`src/smx_pkg.sv`:
```
// shared constants, types and helper functions for the stereo mix accumulator
package smx_pkg;

   // mix store geometry
   localparam int BUF_FRAMES = 1024;
   localparam int ADDR_W     = $clog2(BUF_FRAMES);

   // field widths
   localparam int CMD_W      = 2;
   localparam int FRAME_W    = 10;
   localparam int SAMPLE_W   = 16;
   localparam int GAIN_W     = 16;
   localparam int ACC_W      = 32;
   localparam int SCALED_W   = 18;
   localparam int GAIN_SHIFT = 15;

   // stream widths
   localparam int REQ_DATA_W = 80;
   localparam int REQ_USER_W = 3;
   localparam int RSP_DATA_W = 48;
   localparam int RSP_PAD_W  = RSP_DATA_W - FRAME_W - 2 * SAMPLE_W;

   // clamp limits
   localparam logic signed [ACC_W-1:0] SAT_MIN = -ACC_W'(32768);
   localparam logic signed [ACC_W-1:0] SAT_MAX = ACC_W'(32767);

   // command codes
   localparam logic [CMD_W-1:0] CMD_MIX   = 2'd0;
   localparam logic [CMD_W-1:0] CMD_READ  = 2'd1;
   localparam logic [CMD_W-1:0] CMD_CLEAR = 2'd2;

   typedef logic [ADDR_W-1:0] addr_type;

   // control from the sequencer to both lanes
   typedef struct packed {
      addr_type rd_addr;
      logic     prod_load;
      logic     wr_en;
      addr_type wr_addr;
      logic     wr_zero;
      logic     rsp_load;
      logic     item_valid;
   } lane_ctrl_type;

   // frame index to store address
   function automatic addr_type to_addr(input logic [FRAME_W-1:0] frame);
      return addr_type'(frame);
   endfunction

   // frame lies inside the store
   function automatic logic frame_ok(input logic [FRAME_W-1:0] frame);
      return int'(frame) < BUF_FRAMES;
   endfunction

   // accumulator clamped to signed 16-bit
   function automatic logic signed [SAMPLE_W-1:0] clamp16(input logic signed [ACC_W-1:0] acc);
      logic signed [SAMPLE_W-1:0] res;
      if (acc < SAT_MIN) begin
         res = SAMPLE_W'(SAT_MIN);
      end else if (acc > SAT_MAX) begin
         res = SAMPLE_W'(SAT_MAX);
      end else begin
         res = SAMPLE_W'(acc);
      end
      return res;
   endfunction

endpackage

```
`src/smx_ctrl.sv`:
```
// command sequencer: accept, execute, and clearing sweep of the mix store
module smx_ctrl (
   input  logic                          clock,
   input  logic                          reset,
   input  logic                          req_tvalid,
   output logic                          req_tready,
   input  logic [smx_pkg::CMD_W-1:0]     req_cmd,
   input  logic [smx_pkg::FRAME_W-1:0]   req_frame,
   input  logic                          rsp_busy,
   output smx_pkg::lane_ctrl_type        ctrl,
   output logic [smx_pkg::FRAME_W-1:0]   item_frame
);
   import smx_pkg::*;

   typedef enum logic [2:0] {
      S_IDLE  = 3'b001,
      S_EXEC  = 3'b010,
      S_CLEAR = 3'b100
   } state_type;

   state_type          state_ff, state_in;
   logic [CMD_W-1:0]   cmd_ff, cmd_in;
   logic [FRAME_W-1:0] frame_ff, frame_in;
   addr_type           count_ff, count_in;
   logic               accept;
   logic               item_valid;

   assign req_tready = (state_ff == S_IDLE);
   assign accept     = req_tvalid & req_tready;
   assign item_valid = frame_ok(frame_ff);
   assign item_frame = frame_ff;

   // next state and store control
   always_comb begin
      state_in        = state_ff;
      cmd_in          = cmd_ff;
      frame_in        = frame_ff;
      count_in        = count_ff;
      // read address follows the incoming frame while idle
      ctrl.rd_addr    = (state_ff == S_IDLE) ? to_addr(req_frame) : to_addr(frame_ff);
      ctrl.prod_load  = accept;
      ctrl.item_valid = item_valid;
      ctrl.wr_en      = 1'b0;
      ctrl.wr_addr    = to_addr(frame_ff);
      ctrl.wr_zero    = 1'b1;
      ctrl.rsp_load   = 1'b0;
      unique case (state_ff)
         S_IDLE: begin
            if (accept) begin
               cmd_in   = req_cmd;
               frame_in = req_frame;
               if (req_cmd == CMD_CLEAR) begin
                  state_in = S_CLEAR;
                  count_in = '0;
               end else begin
                  state_in = S_EXEC;
               end
            end
         end
         S_EXEC: begin
            priority if (cmd_ff == CMD_READ) begin
               if (!rsp_busy) begin
                  ctrl.rsp_load = 1'b1;
                  ctrl.wr_en    = item_valid;
                  state_in      = S_IDLE;
               end
            end else if (cmd_ff == CMD_MIX) begin
               ctrl.wr_en   = item_valid;
               ctrl.wr_zero = 1'b0;
               state_in     = S_IDLE;
            end else begin
               state_in = S_IDLE;
            end
         end
         S_CLEAR: begin
            ctrl.wr_en   = 1'b1;
            ctrl.wr_addr = count_ff;
            count_in     = count_ff + 1'b1;
            if (count_ff == addr_type'(BUF_FRAMES - 1)) begin
               state_in = S_IDLE;
            end
         end
         default: begin
            state_in = S_CLEAR;
            count_in = '0;
         end
      endcase
   end

   // control registers, reset starts the clearing sweep
   always_ff @(posedge clock) begin
      if (reset) begin
         state_ff <= S_CLEAR;
         count_ff <= '0;
      end else begin
         state_ff <= state_in;
         count_ff <= count_in;
      end
   end

   // held item
   always_ff @(posedge clock) begin
      cmd_ff   <= cmd_in;
      frame_ff <= frame_in;
   end

   // checks
   a_no_write_idle: assert property (@(posedge clock) disable iff (reset)
      (state_ff == S_IDLE) |-> !ctrl.wr_en)
      else $error("store written while idle");

   a_accept_moves_on: assert property (@(posedge clock) disable iff (reset)
      accept |=> (state_ff == S_EXEC || state_ff == S_CLEAR))
      else $error("accepted transfer not executed");

   a_sweep_steps: assert property (@(posedge clock) disable iff (reset)
      (state_ff == S_CLEAR && count_ff != addr_type'(BUF_FRAMES - 1))
      |=> (state_ff == S_CLEAR && count_ff == $past(count_ff) + 1'b1))
      else $error("clearing sweep broken");

   a_exec_finishes: assert property (@(posedge clock) disable iff (reset)
      (state_ff == S_EXEC && !rsp_busy) |=> (state_ff == S_IDLE))
      else $error("execute step stalled without cause");

endmodule
```
`config.mk`:
```
export PLATFORM = sky130hd
export DESIGN_NAME = smx_ctrl
export DESIGN_NICKNAME = d
export VERILOG_FILES = /design/src/smx_pkg.sv /design/src/smx_ctrl.sv
export SDC_FILE = /design/constraint.sdc
export NUM_CORES = 1
export LEC_CHECK = 0
export BUFFER_PORTS_ARGS = -buffer_cell sky130_fd_sc_hd__buf_2
export CAP_MARGIN = 20
export CELL_PAD_IN_SITES_DETAIL_PLACEMENT = 2
export CELL_PAD_IN_SITES_GLOBAL_PLACEMENT = 2
export CORE_MARGIN = 10
export CORE_UTILIZATION = 26
export DETAILED_ROUTE_END_ITERATION = 8
export HOLD_SLACK_MARGIN = 0.03
export PLACE_DENSITY = 0.84
export SYNTH_ARGS = -nofsm -noshare
export SYNTH_HDL_FRONTEND = slang
export SYNTH_SLANG_ARGS = --single-unit
```
`constraint.sdc`:
```
create_clock -name clock -period 1.9 [get_ports clock]
set_clock_uncertainty 0.05 [all_clocks]
set_input_delay 0.38 -clock clock [delete_from_list [all_inputs] [get_ports clock]]
set_output_delay 0.38 -clock clock [all_outputs]
set_load 0.05 [all_outputs]
```
==> Yosys cells after proc, flatten, opt, wreduce, memory -nomap -nowiden <==
Cells that the tools add are included.
W data, S select, Z words.
{ "classes": {"addsub": 1, "n_eq_ne": 10, "mux": 19, "n_bitwise": 2, "reduce_logical": 4} }
{ "op_table": {"columns": ["operator", "count"], "rows": [
  ["$mux W10", 4],
  ["$pmux W10 S3", 1],
  ["$mux W3", 5],
  ["$add A10 B1 Y10 const B", 1],
  ["$eq A10 B10 Y1 const B", 1],
  ["$pmux W3 S3", 1],
  ["$mux W1", 6],
  ["$reduce_and A3 Y1", 2],
  ["$ne A2 B1 Y1 const B", 2],
  ["$eq A3 B1 Y1 const B", 1],
  ["$eq A3 B2 Y1 const B", 1],
  ["$eq A3 B3 Y1 const B", 1],
  ["$ne A3 B3 Y1 const B", 1],
  ["$eq A2 B1 Y1 const B", 1],
  ["$eq A2 B2 Y1 const B", 1],
  ["$logic_not A2 Y1", 1],
  ["$mux W2", 1],
  ["$ne A2 B2 Y1 const B", 1],
  ["$pmux W1 S2", 1],
  ["$reduce_and A2 Y1", 1],
  ["$and A1 B1 Y1", 1],
  ["$not A1 Y1", 1]
]} }
{ "totals": {"ff_bits": 25, "output_inout_bits": 36} }

==> Logic depth before layout (Yosys ltp) <==
Gate-level depths: netlist of the first run.
{ "depth": {"word_depth": 4, "depth_mapped": 5, "mapped_depth_nobuf": 5} }

==> Worst setup path after synthesis of the first run <==
Ideal clock, no wire load.
{ "synth_timing": {"path_type": "flip-flop to output port", "start": "reg state_ff[1]", "end": "out ctrl[1] in the netlist's numbering", "arrival_ns": 2.514, "t_required_ns": 1.470, "slack_ns": -1.044, "path_stages_with_launch": 4, "n_path_buf": 1, "cell_sequence": "dfxtp_1 -> buf_6 -> or3b_2 -> nor4b_1"} }
{ "synth_rtl": {"columns": ["element", "line", "rtl"], "rows": [
  ["start, declared", "smx_ctrl.sv:21", "state_type state_ff, state_in;"],
  ["start signal, assigned", "smx_ctrl.sv:96", "state_ff <= state_in;"],
  ["end, declared", "smx_ctrl.sv:10", "output smx_pkg::lane_ctrl_type ctrl,"]
]} }

==> results of run 1 <==
cell usage after synthesis (3+ instances only):
library cell	count	area, sq um
mux2_2	20	225
dfxtp_1	13	260
edfxtp_1	12	360
nor2_1	9	33.8
a21oi_1	6	30.0
nand3_1	5	25.0
xnor2_1	5	43.8
inv_1	4	15.0
nand2_1	4	15.0
o21ai_0	4	20.0
a211oi_1	3	22.5
a21o_1	3	22.5
or3_1	3	18.8
where the power goes:
part | switching, W | internal (W) | leakage (nW) | total [W]
clock | 0.000171 | 0.000150 | 0.0228 | 0.000321
sequential | 0.00000610 | 0.000564 | 0.215 | 0.000570
combinational | 0.0000683 | 0.0000457 | 0.631 | 0.000114
total | 0.000245 | 0.000760 | 0.868 | 0.00101
kinds of logic after synthesis:
| family | after synthesis |
|---|---|
| AND/OR/NAND/NOR | 36 |
| flip-flops | 25 |
| AO/OA/AOI/OAI | 21 |
| multiplexers | 21 |
| buffers and inverters | 9 |
| XOR/XNOR | 6 |
| adder cells (fa/ha/maj) | 1 |
| other | 1 |
repair_timing:
action | 4_1_cts | 5_1_grt
cloned | 1 | 0
resized for setup | 71 | 26
pin swaps | 1 | 9
endpoints found under the setup margin | 24 | 34
setup buffers | 2 | 2
through the flow:
step	utilization, %	hold slack (ps)	setup WS, ps
2_1_floorplan	-	399	-67.8
3_3_place_gp	34.7	443	49.9
3_5_place_dp	34.7	459	-31.1
4_1_cts	40.5	240	-122
5_1_grt	42.8	243	-174
6_report	42.8	246	-132
how the worst max path moves through the flow:
stage	start	to	slack (ps)	depth (start not counted)
6_report	state_ff[2]$_SDFFE_PP1P_	ctrl[2]	-130	3
5_1_grt	state_ff[1]$_SDFFE_PP0P_	ctrl[8]	-170	5
4_1_cts	state_ff[0]$_SDFFE_PP0P_	ctrl[3]	-120	5
3_5_place_dp	state_ff[2]$_SDFFE_PP1P_	ctrl[8]	-30	5
3_3_place_gp	state_ff[1]$_SDFFE_PP0P_	ctrl[2]	50	3
2_1_floorplan	state_ff[1]$_SDFFE_PP0P_	ctrl[1]	-70	3
cells in the final DEF (no fill, tap or decap), types with 2 or more instances in the layout:
cell type and count:
a211oi_1 3, a21o_1 3, a21oi_1 3, a21oi_2 3, buf_2 25, buf_4 11
buf_6 17, buf_8 11, clkbuf_8 3, dfxtp_1 10, dfxtp_4 3, edfxtp_1 12
inv_1 4, mux2_2 7, mux2_4 13, nand2_1 4, nand3_1 5, nand4_1 2
nor2_1 7, nor2_4 2, nor3_1 2, o21ai_0 4, o31ai_1 2, or3_4 2
xnor2_1 5
flip-flops by register name (all words and copies together) (netlist names):
register and count:
state_ff 3, count_ff 10, cmd_ff 2, item_frame 10
worst max-delay path, delay by kind of cell, from the launching register on:
kind | cells | cell delay [ps]
buffers and inverters | 1 | 160
flip-flops | 1 | 380
AND/OR/NAND/NOR | 2 | 790
cell type report:
class / instances / share of cell area, %
inverter: 4 / 0.696
timing repair buffer: 65 / 27.1
clock buffer: 4 / 2.09
multi-input combinational: 86 / 36.7
tap: 70 / 4.06
sequential: 25 / 29.3
routing by layer:
metal	vias to the layer above	wire length (um)
met5	-	0
met4	0	82
met3	6	364
met2	42	2990
met1	619	2170
li1	572	-
==> metrics, run 1 <==
status=finished, violations left; failing checks=setup timing; capture point of the worst reg-to-reg path=count_ff[7]$_SDFFE_PP0P_; Worst setup EP type=primary output; fin cells=254; Synth Area in Compound Gates=10.4%; vias in the first global route=1,411; total track usage=12.0%; Area Overhead vs Synth=60.9%; Most Crowded Layer GR=met2; Mapped Nets=137; GR Layer Usage met2=22.0%; Least-Margin Pin Slew=599 ps; Avg Inst Size Synth=11.2 sq um; First DRT Iteration DRCs=46; post-synthesis async set-or-reset flop share=0%; min-delay worst type=in -> reg; routed len/inst=22.1 um; Core Area=0.00504 sq mm; fill count=522; register area share after synthesis=46.3%; Num Clock Sinks=25; RSZ-0062 raised after global routing=true; final count of pins violating max slew=0; Post-CTS Hold Fix Bufs=0; Die ar.=0.00843 sq mm; Initial Util=26.6%; clk slew on worst S/H paths=90 ps; max-cap viol count=0; Startpoint Class=register; drt pass-1 iters=4; total power=0.00101 W; # diodes=0; #FFs+latches synth=25; global-route wire length before repair=8190 um; Post-Synth Simple-Gate Area=16.8%; DIE HEIGHT=91.8 um; worst reg-to-reg path cell count=6; synthesized-area fraction occupied by adder cells=0.934%; GP Congestion=0.747; WP data required=1470 ps; Worst Path Arrival=1600 ps; overall via count from detail_route=1,239; YS warnings=0; DP HPWL=3600 um; Final Hold Viols=0; Register Area=632 sq um; Synth Area in XOR/XNOR=3.92%; total CTS buffers=3; Synth Instances=120; final instance area=0.00216 sq mm; initial antenna violation count=0; EDFF count, synth=12; largest net degree at the start of global routing=14; Setup-failing EPs final=23; WS Path Type=reg -> out; cell row count=26; setup ws final=-132 ps; met1 Use GR=13.7%; Final Routed Wirelength=5610 um; nets@finish=202; delay of the slowest cell on the worst path=440 ps; fmax=0.492 GHz; r2r setup slk=10 ps; area of the multi-input gates=792 sq um; Boundary Pins=52; Post-DP Area=0.00175 sq mm; port buffer count=50; Die X-Extent=91.8 um; Rel. slew slack=59.9%; grt total ovfl=0; root buffer cell=clkbuf_8; post-synthesis mux area share=17.6%; CP max stage cell=or3b_4; Cell variety after synth=34; setup TNS=-2030 ps; H-tree levels=1; DRC Markers=0; M3 GR Usage=3.91%; period utilization=107%; min-delay src=req_frame[6]; Max IR drop VDD=431 uV; CP Max Fanout=6; Post-DRT Antenna Nets=0; CTS tree=done; Inst Count DP=245; Worst-Skew Late Latency=270 ps; Leak=0.868 nW; worst path cell trace=or3b_4 -> or3_4 -> buf_8; layout cells sized above 1=58.7%; combinational family with the most area after synthesis=multiplexers; Primary FF master, synth=dfxtp_1; crit path time final=2030 ps; worst r2r src=state_ff[0]$_SDFFE_PP0P_; via/cell ratio=4.88; Hold EP=item_frame[6]$_DFFE_PP_; maximum clock path buffer count=2; PwrDens=466 mW/mm^2; synthesized area=0.00134 sq mm; hold path depth=1
No activity file was read; power rests on OpenSTA's default activity.
==> run 2, diff against run 1 <==
- BUFFER_PORTS_ARGS: -buffer_cell sky130_fd_sc_hd__buf_2 -> unset
- CORE_UTILIZATION: 26 -> 30
- DONT_BUFFER_PORTS: unset -> 1
- PLACE_DENSITY: 0.84 -> 0.77
==> run 2 against run 1 <==
Effect of this change:
- the run still ends with setup timing left
- clock-buffer cell count down 1
- sequential power up 0.7%
- utilization up 2.8 points
- critical endpoint is now ctrl[23]
==> metrics, run 2 (synthesis results as in run 1) <==
status=finished, violations left; failing checks=setup timing; WP data required=1470 ps; total power=0.000980 W; H-tree levels=1; Area Overhead vs Synth=48.2%; port buffer count=0; layout cells sized above 1=52.3%; clk slew on worst S/H paths=90 ps; DRC Markers=0; CTS tree=done; # diodes=0; Leak=0.771 nW; WHS=97.9 ps; root buffer cell=clkbuf_8; Max IR drop VDD=272 uV; overall via count from detail_route=1,135; WS Path Type=reg -> out; crit path time final=2050 ps; largest net degree at the start of global routing=15; final count of pins violating max slew=0; Logic pwr share=7.0%; via/cell ratio=5.48; period utilization=108%; Rel. slew slack=58.0%; Worst-Skew Late Latency=280 ps; cell row count=24; commonest non-fill, non-tap cell in the layout=buf_4; Pint=0.000736 W; RSZ-0062 raised after global routing=true; highest-count cells in the layout ignoring fill and taps=buf_4 (22), mux2_4 (20), edfxtp_1 (12); Sw Pwr=0.000244 W; maximum clock path buffer count=2; setup ws final=-152 ps; r2r setup slk=-10 ps; min-delay worst type=in -> reg; total CTS buffers=3; Die ar.=0.00754 sq mm; GP Congestion=0.750; max-cap viol count=0; global-route wire length before repair=7760 um; routed len/inst=25.0 um; DP HPWL=3330 um; DIE HEIGHT=86.8 um; fmax=0.487 GHz; Worst setup EP type=primary output; Num Clock Sinks=25; Startpoint Class=register; Die X-Extent=86.8 um; clock power share=34.4%; Final Hold Viols=0; Boundary Pins=52; drt pass-1 iters=4; initial antenna violation count=0; Seq pwr share=58.5%; grt total ovfl=0; total track usage=12.9%; CP Max Fanout=8; Post-DRT Antenna Nets=0; fraction of power spent switching nets=24.9%; Least-Margin Pin Slew=621 ps; Final Routed Wirelength=5180 um; Core Area=0.00435 sq mm; Setup-failing EPs final=24; nets@finish=173; vias in the first global route=1,289; Initial Util=30.8%; First DRT Iteration DRCs=27; PwrDens=494 mW/mm^2; Worst Path Arrival=1620 ps; fill count=433
run 2: layer usage:
layer	global-route usage [%]	vias to the layer above	routed length [um]
met5	0	-	0
met2	22.1	45	2680
met3	4.97	7	464
li1	-	511	-
met1	15.0	572	1960
met4	1.91	0	78
run 2: power groups by stage:
stage | clock network (W) | logic [W] | registers, W
2_1_floorplan | 0 | 0.0000510 | 0.000587
3_3_place_gp | 0 | 0.0000589 | 0.000588
3_5_place_dp | 0 | 0.0000616 | 0.000588
4_1_cts | 0.000343 | 0.0000668 | 0.000573
5_1_grt | 0.000367 | 0.0000738 | 0.000574
6_report | 0.000337 | 0.0000690 | 0.000574
run 2: critical path: stages (launching register included):
cell	delay [ps]
dfxtp_2	330
buf_6	120
nor3b_4	190
buf_4	150
buf_12	140
mux2_4	390
run 2: worst paths after layout:
| check | from | to | cells after the start |
|---|---|---|---|
| worst min register to register | count_ff[8]$_SDFFE_PP0P_ | count_ff[8]$_SDFFE_PP0P_ | 2 |
| worst max register to register | state_ff[1]$_SDFFE_PP0P_ | count_ff[9]$_SDFFE_PP0P_ | 7 |
| worst min-delay path | reset | state_ff[1]$_SDFFE_PP0P_ | 1 |
| worst max-delay path | state_ff[1]$_SDFFE_PP0P_ | ctrl[23] | 5 |
run 2: repair_timing:
action,in CTS,in global routing
cloned,3,0
resized for setup,41,12
setup buffers,9,4
hold buffers,0,0
setup endpoints to repair,24,30
pin swaps,9,6
run 2: cell type report:
| cell class | count | area (sq um) | share of cell area (%) |
|---|---|---|---|
| multi-input combinational | 86 | 835 | 42.0 |
| sequential | 25 | 629 | 31.7 |
| timing repair buffer | 36 | 395 | 19.9 |
| tap | 52 | 65.1 | 3.28 |
| clock buffer | 3 | 41.3 | 2.08 |
| inverter | 4 | 15.0 | 0.756 |
| clock inverter | 1 | 5.00 | 0.252 |
run 2: per-stage QoR:
| stage | TNS [ps] | instance area [sq um] | cells | utilization (%) | setup WS [ps] |
|---|---|---|---|---|---|
| 2_1_floorplan | -67.8 | 1370 | 120 | - | -67.8 |
| 3_3_place_gp | 0 | 1600 | 188 | 36.7 | 78.8 |
| 3_5_place_dp | -144 | 1600 | 188 | 36.7 | -19.2 |
| 4_1_cts | -2800 | 1930 | 204 | 44.3 | -131 |
| 5_1_grt | -4060 | 1990 | 207 | 45.6 | -207 |
| 6_report | -2540 | 1990 | 207 | 45.6 | -152 |
